$ cat src/rtl/mpsd_pkg.sv
// ----------------------------------------------------------------------------
// mpsd_pkg
// Shared constants, types and helpers of the multiplexed pot scanner with
// deadband: sizes, register indexes, divider and store request structs.
// ----------------------------------------------------------------------------
package mpsd_pkg;

	// Scanner geometry
	localparam int MUX_COUNT    = 4;
	localparam int POTS_PER_MUX = 16;
	localparam int SAMPLE_BITS  = 16;
	localparam int LANES        = 4;
	localparam int LIVE_LANES   = (MUX_COUNT < LANES) ? MUX_COUNT : LANES;
	localparam int STORE_DEPTH  = MUX_COUNT * POTS_PER_MUX;
	localparam int ADDR_W       = $clog2(STORE_DEPTH);
	localparam int CHAN_W       = $clog2(POTS_PER_MUX);
	localparam int LANE_W       = $clog2(LANES);
	localparam int LCNT_W       = LANE_W + 1;

	// Value formats
	localparam int SAMP_W = 16;
	localparam int VAL_W  = 17;
	localparam logic [VAL_W-1:0]  ONE_Q16      = 17'h10000;
	localparam logic [VAL_W-1:0]  HALF_Q16     = 17'h08000;
	localparam logic [SAMP_W-1:0] SAMPLE_MASK  = 16'((32'd1 << SAMPLE_BITS) - 32'd1);
	localparam int                SAMPLE_SHIFT = SAMP_W - SAMPLE_BITS;

	// Configuration port
	localparam int CFG_IDX_W  = 3;
	localparam int CFG_DATA_W = 17;
	localparam logic [CFG_IDX_W-1:0] REG_SCALE_GAIN   = 3'd0;
	localparam logic [CFG_IDX_W-1:0] REG_FLOOR_LEVEL  = 3'd1;
	localparam logic [CFG_IDX_W-1:0] REG_FULL_SCALE   = 3'd2;
	localparam logic [CFG_IDX_W-1:0] REG_JITTER_THR   = 3'd3;
	localparam logic [CFG_IDX_W-1:0] REG_CENTRE_RAD   = 3'd4;
	localparam logic [CFG_IDX_W-1:0] REG_ACTIVE_MUXES = 3'd5;

	// Divider: 16 quotient bits, two per cycle
	localparam int QUO_W      = 16;
	localparam int DIV_CYCLES = QUO_W / 2;
	localparam int DIV_CNT_W  = $clog2(DIV_CYCLES);

	typedef struct packed {
		logic             start;
		logic [VAL_W-1:0] num;
		logic [VAL_W-1:0] den;
	} div_req_t;

	typedef struct packed {
		logic             done;
		logic [VAL_W-1:0] quo;
	} div_rsp_t;

	typedef struct packed {
		logic              rd_en;
		logic              wr_en;
		logic [ADDR_W-1:0] addr;
		logic [VAL_W-1:0]  wdata;
	} store_req_t;

	// Distance from half scale within the radius
	function automatic logic is_centred(input logic [VAL_W-1:0] val,
	                                    input logic [15:0] radius);
		logic [VAL_W-1:0] offset;
		offset = (val >= HALF_Q16) ? (val - HALF_Q16) : (HALF_Q16 - val);
		return offset <= {1'b0, radius};
	endfunction

endpackage

$ cat src/rtl/mpsd_ram.sv
// ----------------------------------------------------------------------------
// mpsd_ram
// Generic single-port-write, single-port-read RAM with registered read data.
// ----------------------------------------------------------------------------
module mpsd_ram #(
	parameter int WIDTH = 17,
	parameter int DEPTH = 64
) (
	input  logic                     clk,
	input  logic                     we,
	input  logic [$clog2(DEPTH)-1:0] waddr,
	input  logic [WIDTH-1:0]         wdata,
	input  logic                     re,
	input  logic [$clog2(DEPTH)-1:0] raddr,
	output logic [WIDTH-1:0]         rdata
);

	logic [WIDTH-1:0] mem_q [DEPTH];
	logic [WIDTH-1:0] rd_q;

	// Write port and registered read port
	always_ff @(posedge clk) begin
		if (we) begin
			mem_q[waddr] <= wdata;
		end
		if (re) begin
			rd_q <= mem_q[raddr];
		end
	end

	assign rdata = rd_q;

endmodule

$ cat src/rtl/mpsd_store.sv
// ----------------------------------------------------------------------------
// mpsd_store
// Pot value store: RAM plus one valid bit per entry, so that entries not
// written since reset read as zero.
// ----------------------------------------------------------------------------
module mpsd_store (
	input  logic                                clk,
	input  logic                                arst_n,
	input  mpsd_pkg::store_req_t                req,
	output logic [mpsd_pkg::VAL_W-1:0]          rdata
);

	logic [mpsd_pkg::STORE_DEPTH-1:0] valid_q;
	logic                             vld_s1;
	logic [mpsd_pkg::VAL_W-1:0]       ram_rdata;

	// Track written entries; sample the valid bit alongside the RAM read
	always_ff @(posedge clk or negedge arst_n) begin
		if (!arst_n) begin
			valid_q <= '0;
			vld_s1  <= 1'b0;
		end else begin
			if (req.wr_en) begin
				valid_q[req.addr] <= 1'b1;
			end
			if (req.rd_en) begin
				vld_s1 <= valid_q[req.addr];
			end
		end
	end

	mpsd_ram #(
		.WIDTH (mpsd_pkg::VAL_W),
		.DEPTH (mpsd_pkg::STORE_DEPTH)
	) u_ram (
		.clk   (clk),
		.we    (req.wr_en),
		.waddr (req.addr),
		.wdata (req.wdata),
		.re    (req.rd_en),
		.raddr (req.addr),
		.rdata (ram_rdata)
	);

	// Unwritten entries read as zero
	assign rdata = vld_s1 ? ram_rdata : '0;

endmodule

$ cat src/rtl/mpsd_div.sv
// ----------------------------------------------------------------------------
// mpsd_div
// Iterative restoring divider for (num << 16) / den, two quotient bits per
// cycle, saturating to 1.0. A zero divisor is taken as one.
// ----------------------------------------------------------------------------
module mpsd_div (
	input  logic                 clk,
	input  logic                 arst_n,
	input  mpsd_pkg::div_req_t   req,
	output mpsd_pkg::div_rsp_t   rsp
);

	logic                              run_q;
	logic                              done_q;
	logic [mpsd_pkg::DIV_CNT_W-1:0]    cnt_q;
	logic [mpsd_pkg::VAL_W-1:0]        rem_q;
	logic [mpsd_pkg::VAL_W-1:0]        den_q;
	logic [mpsd_pkg::QUO_W-1:0]        quo_q;
	logic                              sat_q;

	logic [mpsd_pkg::VAL_W-1:0]        den_eff;
	logic [mpsd_pkg::VAL_W:0]          t1;
	logic [mpsd_pkg::VAL_W:0]          t2;
	logic [mpsd_pkg::VAL_W-1:0]        r1;
	logic [mpsd_pkg::VAL_W-1:0]        r2;
	logic                              b1;
	logic                              b2;
	logic                              cnt_last;

	assign den_eff  = (req.den == '0) ? mpsd_pkg::VAL_W'(1) : req.den;
	assign cnt_last = cnt_q == mpsd_pkg::DIV_CNT_W'(mpsd_pkg::DIV_CYCLES - 1);

	// Two shift-compare-subtract steps
	always_comb begin
		t1 = {rem_q, 1'b0};
		b1 = t1 >= {1'b0, den_q};
		r1 = b1 ? mpsd_pkg::VAL_W'(t1 - {1'b0, den_q}) : t1[mpsd_pkg::VAL_W-1:0];
		t2 = {r1, 1'b0};
		b2 = t2 >= {1'b0, den_q};
		r2 = b2 ? mpsd_pkg::VAL_W'(t2 - {1'b0, den_q}) : t2[mpsd_pkg::VAL_W-1:0];
	end

	// Sequence control
	always_ff @(posedge clk or negedge arst_n) begin
		if (!arst_n) begin
			run_q  <= 1'b0;
			done_q <= 1'b0;
			cnt_q  <= '0;
		end else begin
			done_q <= run_q && !req.start && cnt_last;
			if (req.start) begin
				run_q <= 1'b1;
				cnt_q <= '0;
			end else if (run_q) begin
				cnt_q <= cnt_q + 1'b1;
				if (cnt_last) begin
					run_q <= 1'b0;
				end
			end
		end
	end

	// Datapath: load operands, then shift quotient bits in
	always_ff @(posedge clk) begin
		if (req.start) begin
			rem_q <= req.num;
			den_q <= den_eff;
			sat_q <= req.num >= den_eff;
			quo_q <= '0;
		end else if (run_q) begin
			rem_q <= r2;
			quo_q <= {quo_q[mpsd_pkg::QUO_W-3:0], b1, b2};
		end
	end

	assign rsp.done = done_q;
	assign rsp.quo  = sat_q ? mpsd_pkg::ONE_Q16 : {1'b0, quo_q};

endmodule

$ cat src/rtl/mux_pot_scanner_deadband.sv
// ----------------------------------------------------------------------------
// mux_pot_scanner_deadband
// Scanner for multiplexed potentiometers: gain, floor, clamp, calibration
// divide and deadband update of a per-pot value store, one frame per item.
// ----------------------------------------------------------------------------
// Lanes run one after another through the store read port and the two-bit-per-cycle
// divider; in_stall holds off a new frame until the current result is loaded.
// A new frame is taken while the previous result still waits at the output.
// Reset: registers to defaults, channel counter to zero, pot store reads zero
// at once (per-entry valid bits); no clearing pass.
module mux_pot_scanner_deadband (
	input  logic                               clk,
	input  logic                               arst_n,
	// configuration
	input  logic                               cfg_we,
	input  logic [mpsd_pkg::CFG_IDX_W-1:0]     cfg_index,
	input  logic [mpsd_pkg::CFG_DATA_W-1:0]    cfg_data,
	// input frame
	input  logic                               in_valid,
	output logic                               in_stall,
	input  logic [15:0]                        sample_0,
	input  logic [15:0]                        sample_1,
	input  logic [15:0]                        sample_2,
	input  logic [15:0]                        sample_3,
	// result
	output logic                               out_valid,
	input  logic                               out_stall,
	output logic [3:0]                         scanned_channel,
	output logic [3:0]                         mux_address,
	output logic [16:0]                        value_0,
	output logic [16:0]                        value_1,
	output logic [16:0]                        value_2,
	output logic [16:0]                        value_3,
	output logic [3:0]                         changed_mask,
	output logic [3:0]                         centred_mask
);

	typedef enum logic [2:0] {
		S_IDLE,
		S_MUL,
		S_COND,
		S_DIV,
		S_UPD,
		S_DONE
	} state_t;

	// Configuration registers
	logic [15:0] scale_gain_q;
	logic [16:0] floor_level_q;
	logic [16:0] full_scale_q;
	logic [16:0] jitter_thr_q;
	logic [15:0] centre_rad_q;
	logic [2:0]  active_muxes_q;

	// Sequencer state
	state_t                            state_q;
	logic [mpsd_pkg::CHAN_W-1:0]       cur_chan_q;
	logic [mpsd_pkg::CHAN_W-1:0]       chan_q;
	logic [mpsd_pkg::LANE_W-1:0]       lane_q;
	logic [mpsd_pkg::LCNT_W-1:0]       lanes_q;
	logic [mpsd_pkg::SAMP_W-1:0]       samp_q [mpsd_pkg::LANES];
	logic [mpsd_pkg::VAL_W-1:0]        val_q  [mpsd_pkg::LANES];
	logic [mpsd_pkg::LANES-1:0]        chg_q;
	logic [mpsd_pkg::LANES-1:0]        cen_q;
	logic [31:0]                       prod_s1;
	logic [mpsd_pkg::VAL_W-1:0]        old_q;

	// Result register
	logic                              out_valid_q;
	logic [3:0]                        scanned_q;
	logic [3:0]                        mux_addr_q;
	logic [mpsd_pkg::VAL_W-1:0]        out_val_q [mpsd_pkg::LANES];
	logic [3:0]                        changed_q;
	logic [3:0]                        centred_q;

	// Combinational
	logic [mpsd_pkg::SAMP_W-1:0]       in_samp [mpsd_pkg::LANES];
	logic [mpsd_pkg::LCNT_W-1:0]       lanes_clip;
	logic [mpsd_pkg::CHAN_W-1:0]       start_chan;
	logic [mpsd_pkg::CHAN_W-1:0]       next_chan;
	logic                              lane_live;
	logic                              lane_act;
	logic                              lane_last;
	logic [31:0]                       prod_c;
	logic [19:0]                       scaled;
	logic [mpsd_pkg::VAL_W-1:0]        cond_v;
	logic [mpsd_pkg::VAL_W-1:0]        store_rdata;
	logic [mpsd_pkg::VAL_W-1:0]        cond_val;
	logic [mpsd_pkg::VAL_W-1:0]        quo;
	logic [mpsd_pkg::VAL_W-1:0]        diff;
	logic                              upd_hit;
	logic [mpsd_pkg::VAL_W-1:0]        upd_val;
	logic                              div_busy_done;
	mpsd_pkg::div_req_t                div_req;
	mpsd_pkg::div_rsp_t                div_rsp;
	mpsd_pkg::store_req_t              store_req;

	// Hold configuration; ignore unknown indexes
	always_ff @(posedge clk or negedge arst_n) begin
		if (!arst_n) begin
			scale_gain_q   <= 16'd4096;
			floor_level_q  <= 17'd0;
			full_scale_q   <= 17'd65536;
			jitter_thr_q   <= 17'd655;
			centre_rad_q   <= 16'd0;
			active_muxes_q <= 3'd4;
		end else if (cfg_we) begin
			unique case (cfg_index)
				mpsd_pkg::REG_SCALE_GAIN:   scale_gain_q   <= cfg_data[15:0];
				mpsd_pkg::REG_FLOOR_LEVEL:  floor_level_q  <= cfg_data;
				mpsd_pkg::REG_FULL_SCALE:   full_scale_q   <= cfg_data;
				mpsd_pkg::REG_JITTER_THR:   jitter_thr_q   <= cfg_data;
				mpsd_pkg::REG_CENTRE_RAD:   centre_rad_q   <= cfg_data[15:0];
				mpsd_pkg::REG_ACTIVE_MUXES: active_muxes_q <= cfg_data[2:0];
				default: ;
			endcase
		end
	end

	assign in_samp[0] = sample_0;
	assign in_samp[1] = sample_1;
	assign in_samp[2] = sample_2;
	assign in_samp[3] = sample_3;

	// Lane count, channel wrap, lane qualifiers
	assign lanes_clip = (int'(active_muxes_q) > mpsd_pkg::LIVE_LANES)
		? mpsd_pkg::LCNT_W'(mpsd_pkg::LIVE_LANES) : mpsd_pkg::LCNT_W'(active_muxes_q);
	assign start_chan = (int'(cur_chan_q) >= mpsd_pkg::POTS_PER_MUX) ? '0 : cur_chan_q;
	assign next_chan  = (int'(chan_q) == mpsd_pkg::POTS_PER_MUX - 1) ? '0 : chan_q + 1'b1;
	assign lane_live  = int'(lane_q) < mpsd_pkg::LIVE_LANES;
	assign lane_act   = {1'b0, lane_q} < lanes_q;
	assign lane_last  = lane_q == mpsd_pkg::LANE_W'(mpsd_pkg::LANES - 1);

	// Gain product, then floor and clamp
	assign prod_c = samp_q[lane_q] * scale_gain_q;
	assign scaled = prod_s1[31:12];
	always_comb begin
		if (scaled <= {3'b000, floor_level_q}) begin
			cond_v = '0;
		end else if (scaled > {3'b000, mpsd_pkg::ONE_Q16}) begin
			cond_v = mpsd_pkg::ONE_Q16;
		end else begin
			cond_v = scaled[mpsd_pkg::VAL_W-1:0];
		end
	end

	assign div_req.start = (state_q == S_COND) && lane_live && lane_act;
	assign div_req.num   = cond_v;
	assign div_req.den   = full_scale_q;

	mpsd_div u_div (
		.clk    (clk),
		.arst_n (arst_n),
		.req    (div_req),
		.rsp    (div_rsp)
	);

	// Deadband compare against the stored value
	assign quo     = div_rsp.quo;
	assign diff    = (quo >= old_q) ? (quo - old_q) : (old_q - quo);
	assign upd_hit = diff >= jitter_thr_q;
	assign upd_val = upd_hit ? quo : old_q;
	assign cond_val = lane_live ? store_rdata : '0;
	assign div_busy_done = div_rsp.done;

	assign store_req.rd_en = (state_q == S_MUL);
	assign store_req.wr_en = (state_q == S_UPD) && upd_hit;
	assign store_req.addr  = mpsd_pkg::ADDR_W'(
		mpsd_pkg::ADDR_W'(lane_q) * mpsd_pkg::ADDR_W'(mpsd_pkg::POTS_PER_MUX)
		+ mpsd_pkg::ADDR_W'(chan_q));
	assign store_req.wdata = quo;

	mpsd_store u_store (
		.clk    (clk),
		.arst_n (arst_n),
		.req    (store_req),
		.rdata  (store_rdata)
	);

	assign in_stall = (state_q != S_IDLE);

	// Sequencer: one lane at a time; active lanes read - condition - divide - write back
	always_ff @(posedge clk or negedge arst_n) begin
		if (!arst_n) begin
			state_q     <= S_IDLE;
			cur_chan_q  <= '0;
			chan_q      <= '0;
			lane_q      <= '0;
			lanes_q     <= '0;
			chg_q       <= '0;
			cen_q       <= '0;
			prod_s1     <= '0;
			old_q       <= '0;
			out_valid_q <= 1'b0;
			scanned_q   <= '0;
			mux_addr_q  <= '0;
			changed_q   <= '0;
			centred_q   <= '0;
			for (int i = 0; i < mpsd_pkg::LANES; i++) begin
				samp_q[i]    <= '0;
				val_q[i]     <= '0;
				out_val_q[i] <= '0;
			end
		end else begin
			// drop the result once transferred, unless a new one is loaded
			if (out_valid_q && !out_stall && (state_q != S_DONE)) begin
				out_valid_q <= 1'b0;
			end
			unique case (state_q)
				S_IDLE: begin
					if (in_valid) begin
						for (int i = 0; i < mpsd_pkg::LANES; i++) begin
							samp_q[i] <= (in_samp[i] & mpsd_pkg::SAMPLE_MASK)
								<< mpsd_pkg::SAMPLE_SHIFT;
						end
						chan_q  <= start_chan;
						lanes_q <= lanes_clip;
						lane_q  <= '0;
						chg_q   <= '0;
						cen_q   <= '0;
						state_q <= S_MUL;
					end
				end
				S_MUL: begin
					prod_s1 <= prod_c;
					state_q <= S_COND;
				end
				S_COND: begin
					old_q <= store_rdata;
					if (lane_live && lane_act) begin
						state_q <= S_DIV;
					end else begin
						val_q[lane_q] <= cond_val;
						cen_q[lane_q] <= lane_live && mpsd_pkg::is_centred(cond_val, centre_rad_q);
						lane_q  <= lane_q + 1'b1;
						state_q <= lane_last ? S_DONE : S_MUL;
					end
				end
				S_DIV: begin
					if (div_busy_done) begin
						state_q <= S_UPD;
					end
				end
				S_UPD: begin
					val_q[lane_q] <= upd_val;
					chg_q[lane_q] <= upd_hit;
					cen_q[lane_q] <= mpsd_pkg::is_centred(upd_val, centre_rad_q);
					lane_q  <= lane_q + 1'b1;
					state_q <= lane_last ? S_DONE : S_MUL;
				end
				S_DONE: begin
					if (!out_valid_q || !out_stall) begin
						out_valid_q <= 1'b1;
						scanned_q   <= 4'(chan_q);
						mux_addr_q  <= 4'(next_chan);
						changed_q   <= chg_q;
						centred_q   <= cen_q;
						for (int i = 0; i < mpsd_pkg::LANES; i++) begin
							out_val_q[i] <= val_q[i];
						end
						cur_chan_q <= next_chan;
						state_q    <= S_IDLE;
					end
				end
				default: state_q <= S_IDLE;
			endcase
		end
	end

	assign out_valid       = out_valid_q;
	assign scanned_channel = scanned_q;
	assign mux_address     = mux_addr_q;
	assign value_0         = out_val_q[0];
	assign value_1         = out_val_q[1];
	assign value_2         = out_val_q[2];
	assign value_3         = out_val_q[3];
	assign changed_mask    = changed_q;
	assign centred_mask    = centred_q;

	// A transferred frame starts its first lane
	a_accept_starts: assert property (@(posedge clk) disable iff (!arst_n)
		(in_valid && !in_stall) |=> (state_q == S_MUL))
		else $error("frame transfer did not start a lane");

	// Divider completes only while the sequencer waits for it
	a_div_done_waiting: assert property (@(posedge clk) disable iff (!arst_n)
		div_rsp.done |-> (state_q == S_DIV))
		else $error("divider result arrived outside the wait state");

	// Each loaded result moves the channel counter on
	a_chan_advances: assert property (@(posedge clk) disable iff (!arst_n)
		(state_q == S_DONE && (!out_valid_q || !out_stall))
		|=> (out_valid_q && (cur_chan_q != $past(cur_chan_q))))
		else $error("channel counter did not advance with a result");

	// A store write belongs to a processed lane
	a_write_active_lane: assert property (@(posedge clk) disable iff (!arst_n)
		store_req.wr_en |-> (lane_live && lane_act))
		else $error("store written for an inactive lane");

endmodule

$ cat config.mk
export PLATFORM = sky130hd
export DESIGN_NAME = mux_pot_scanner_deadband
export DESIGN_NICKNAME = d
export VERILOG_FILES = /design/src/rtl/mpsd_pkg.sv /design/src/rtl/mpsd_ram.sv /design/src/rtl/mpsd_store.sv /design/src/rtl/mpsd_div.sv /design/src/rtl/mux_pot_scanner_deadband.sv
export SDC_FILE = /design/constraint.sdc
export NUM_CORES = 2
export LEC_CHECK = 0
export BUFFER_PORTS_ARGS = -buffer_cell sky130_fd_sc_hd__buf_4
export CAP_MARGIN = 20
export CELL_PAD_IN_SITES_DETAIL_PLACEMENT = 1
export CELL_PAD_IN_SITES_GLOBAL_PLACEMENT = 1
export CORE_UTILIZATION = 40
export CTS_CLUSTER_DIAMETER = 50
export DETAILED_ROUTE_END_ITERATION = 12
export PLACE_DENSITY = 0.66
export SLEW_MARGIN = 20
export SYNTH_ARGS = -nofsm -noshare
export SYNTH_HDL_FRONTEND = slang
export SYNTH_SLANG_ARGS = --single-unit
$ cat constraint.sdc
create_clock -name clk -period 18.46 [get_ports clk]
set_input_delay 2.769 -clock clk [delete_from_list [all_inputs] [get_ports clk]]
set_output_delay 2.769 -clock clk [all_outputs]
set_load 0.03 [all_outputs]
==> out/results.md <==
| Step | Metric | This run |
|:---|:---|:---|
| timing | Final period demand of the worst path | 10,320 ps |
| final layout | Final-stage net count | 6,689 |
| global route | Largest net degree at the start of global routing | 91 |
| worst hold path | Tightest Hold Check Type | flop to flop |
| yosys | Synthesized area per cell | 12.64 um^2 |
| final layout | Core occupancy in the finished layout | 46.24% |
| final layout | FILL cells | 19,191 |
| placed design | Final weighted congestion in routability-driven placement | 0.8508 |
| yosys | Cell types occupying the most area after synthesis | sky130_fd_sc_hd__edfxtp_1 (45%), sky130_fd_sc_hd__dfrtp_1 (14%), sky130_fd_sc_hd__fa_1 (5.2%), sky130_fd_sc_hd__ha_1 (4.4%), sky130_fd_sc_hd__nand2_1 (3.8%) |
| drt | Average wire length per cell after detail routing | 27.52 um |
| timing | Hold violation total from the final report | 0 |
| clock network | Post-cts repair resize count | 0 |
| floorplan | Io pins | 175 |
| setup path | Required time of the critical path | 19,170 ps |
| worst hold path | Hold Path Origin | u_store.valid_q[56] |
| floorplan | Die area | 190,100 um^2 |
| timing | Final critical-path share of the clock period | 55.91% |
| clock network | Clock input transition at the sequential cells of the worst setup and hold paths | 60 ps |
| timing | Final setup violation count | 0 |
| setup path | Critical path start-end classification | flop to flop |
| timing | Final setup TNS | 0 ps |
| floorplan | Die span in x | 436.0 um |
| setup path | CP Capture Type | flop |
| global route | Overall fraction of global-route tracks in use | 25.18% |
| floorplan | Die height | 436.0 um |
| yosys | Number of nets produced by synthesis | 6,510 |
| yosys | Simple logic cell fraction of the synthesized area | 9.177% |
| timing | RSZ-0062 raised after global routing | no |
| final layout | Synth-to-layout area growth | 14.30% |
| yosys | Adder-Cell Fraction of Synth Area | 9.558% |
| clock network | CTS sink count | 1,586 |
| yosys | Syn Inst Count | 5,963 |
| setup path | Highest fanout seen on the critical path | 77 |
| global route | Antenna violations before repair | 10 |
| yosys | Count of state elements after synthesis | 1,586 |
| timing | Min Hold Slack | 465.4 ps |
| yosys | Count of warnings emitted by yosys | 0 |
| clock network | CTS tree | yes |
| final layout | Sequential cell area in the final layout | 45,340 um^2 |
| yosys | Post-synth design cell area | 75,350 um^2 |
| setup path | Critical path data arrival time | 11,030 ps |
| floorplan | Initial core utilization | 40.46% |
| global route | Global route total overflow | 0 |
| setup path | Dominant cell type by count on the critical path | sky130_fd_sc_hd__buf_4 |
| timing | Normalized max-slew margin | 21.33% |
| drt | Routed Antenna Nets | 0 |
| placed design | Number of buffers added on ports | 174 |
| placed design | Total half-perimeter wirelength after legalization and detailed placement | 152.6 mm |
| final layout | Area of the multi-input gates | 27,790 um^2 |
| final layout | Fraction of final layout cells with drive strength greater than 1 | 16.43% |
| setup path | Buffers and inverters on the worst path | 5 |
| floorplan | Number of placement rows | 158 |
| yosys | Xor/xnor share of the synthesized area | 0.9299% |
| timing | Number of slew-limit violations in the final report | 0 |
| setup path | Launching element type of the critical path | flop |
| yosys | Share of synthesized flip-flops with an asynchronous set or reset | 27.11% |
| drt | DRT Wirelength | 241.6 mm |
| drt | Violation count after the first detailed-routing iteration | 4,211 |
| job | Count of maximum capacitance violations | 0 |
| yosys | Dominant synthesized flop cell | sky130_fd_sc_hd__edfxtp_1 |
| clock network | Total of hold buffers inserted after clock tree synthesis | 0 |
| setup path | Largest stage delay on the critical path | 770 ps |
| global route | First-pass GRT wire length | 356.7 mm |
| setup path | CP Launch Point | u_div.sat_q |
| timing | Top achievable clock speed | 96.89 MHz |
| timing | Clock Skews | 81.11 ps |
| drt | Detailed-router iteration count before antenna repair | 6 |
| yosys | Dominant combinational cell family by area after synthesis | compound AO/OA/AOI/OAI gates |
| clock network | Number of CTS-inserted buffers | 177 |
| drt | Post-detailed-route DRC marker count | 0 |
| yosys | Share of synthesized area occupied by flip-flops and latches | 60.16% |
| yosys | Count of cell types in the netlist | 77 |
| global route | Vias in the first global route | 53,130 |
| yosys | Cell type with the highest aggregate area in the netlist | sky130_fd_sc_hd__edfxtp_1 |
| yosys | Area share of the leading cell type in the synthesized netlist | 45.43% |
| floorplan | Core area | 186,200 um^2 |
| timing | Slew of the pin with the lowest slew margin | 1172 ps |
| setup path | CP max stage cell | sky130_fd_sc_hd__buf_4 |
| clock network | # Post-CTS Setup Buffers | 0 |
| drt | Via count | 50,644 |
| yosys | Post-synthesis compound-gate area fraction | 10.44% |
| placed design | Placed cell area | 80,170 um^2 |
| status | Status | finished clean |
| setup path | Family with the most delay on the worst path | compound AO/OA/AOI/OAI gates |
| drt | Drt via density | 5.769 |
| final layout | Design area | 86,120 um^2 |
| clock network | Cell at the root of the clock tree | sky130_fd_sc_hd__clkbuf_16 |
| yosys | Number of enable-type register cells in the synthesized netlist | 1,140 |
| clock network | Clock tree buffer depth | 3 |
| clock network | # H-tree levels | 4 |
| setup path | Launch instance of the worst register-to-register path | u_div.sat_q |
| yosys | Share of synthesized area spent on multiplexers | 6.216% |
| clock network | Clock latency on the worst-skew pair | 860 ps |
## worst register-to-register path: cells and delay by family (launching register included)
| kind | cells | cell delay [ps] |
|---|---|---|
| buffers and inverters | 5 | 2290 |
| adder cells (fa/ha/maj) | 4 | 1520 |
| multiplexers | 3 | 890 |
| XOR/XNOR | 1 | 190 |
| AND/OR/NAND/NOR | 10 | 1400 |
| flip-flops | 1 | 340 |
| AO/OA/AOI/OAI | 17 | 3570 |
## layout make-up
type                            count  share of cell area (%)
Sequential cell                  1586                   52.65
Multi-Input combinational cell   3672                   32.27
Clock buffer                      223                   5.508
Tap cell                         2480                   3.603
Timing Repair Buffer              331                   2.961
Inverter                          374                   1.630
Clock inverter                    107                   1.363
Antenna cell                        6                 0.01743
## layout by cell type (no fill, tap or decap), drive strengths merged, types with 12 or more instances in the layout
| master | n |
|---|---|
| edfxtp | 1140 |
| nand2 | 760 |
| dfrtp | 421 |
| inv | 386 |
| o21ai | 339 |
| buf | 331 |
| ha | 262 |
| a21oi | 258 |
| nor2 | 252 |
| clkbuf | 223 |
| mux2 | 199 |
| fa | 196 |
| a22oi | 176 |
| mux2i | 154 |
| and2 | 113 |
| nand3 | 95 |
| a221oi | 79 |
| clkinv | 77 |
| or2 | 69 |
| nor3 | 56 |
| xnor2 | 54 |
| a22o | 52 |
| a31oi | 51 |
| nand4 | 48 |
| nor2b | 43 |
| mux4 | 40 |
| a21o | 36 |
| a211oi | 30 |
| xor2 | 26 |
| o21a | 24 |
| and3 | 23 |
| o211ai | 21 |
| nor4 | 20 |
| a311oi | 20 |
| o31ai | 18 |
| nand2b | 18 |
| o21bai | 16 |
| dfxtp | 16 |
| or3 | 12 |
| o2bb2ai | 12 |
## flip-flops by register name, indices dropped and copies added (netlist names), 16 cells and up
register,cells
floor_level_q,17
centre_rad_q,16
u_div.rem_q,17
val_q,68
old_q,17
u_store.u_ram.rdata,17
value_1,17
scale_gain_q,16
value_3,17
u_store.u_ram.mem_q,1088
value_2,17
prod_s1,20
value_0,17
u_store.valid_q,64
u_div.quo_q,16
jitter_thr_q,17
samp_q,64
u_div.den_q,17
full_scale_q,17
## synthesized netlist by cell type, drive strengths merged, types with 11 or more instances
library cell  instances
a211oi               30
a21o                 36
a21oi               258
a221oi               79
a22o                 52
a22oi               176
a311oi               20
a31oi                51
and2                113
and3                 23
buf                  61
clkbuf              270
dfrtp               421
dfxtp                16
edfxtp             1140
fa                  196
ha                  262
inv                 372
mux2                199
mux2i               154
mux4                 40
nand2               760
nand2b               18
nand3                95
nand4                48
nor2                252
nor2b                43
nor3                 56
nor4                 20
o2111ai              11
o211ai               21
o21a                 24
o21ai               339
o21bai               16
o2bb2ai              12
o31ai                18
or2                  69
or3                  12
xnor2                54
xor2                 26
## stage by stage
stage                     setup WS (ps)  cells
after floorplan                    7782   5963
after global placement             8527   8440
after detailed placement           8205   8443
after CTS                          8157   8773
after global routing               7299   8774
final                              8139   8779
## kinds of logic after synthesis
family / count (synthesis)
adders and majority gates: 458
and+or+nand+nor: 1532
DFF: 1586
xor gates and xnor gates: 80
buffers and inverters: 705
muxes: 393
AOI/OAI and AO/OA: 1209
## routing by layer
layer | up-vias | GRT usage (%) | share of wire (%)
li1 | 22000 | - | -
met1 | 26690 | 33.05 | 42
met2 | 1553 | 42.66 | 49
met3 | 399 | 3.529 | 5.3
met4 | 2 | 8.647 | 3.5
met5 | - | 0 | 0.0083
## path summary, 6_finish.rpt
kind,to,slack (ps),cells past startpoint
max in group asynchronous,chan_q[0],12680,5
worst max-delay path,cen_q[1],8140,40
worst min-delay path,u_store.valid_q[56],470,1
worst max register to register,cen_q[1],8140,40
min in group asynchronous,u_store.valid_q[24],1940,1
worst min register to register,u_store.valid_q[56],470,1
Power is not shown: default switching activity piles up to over one toggle a cycle in this logic, so the estimate is an artifact.
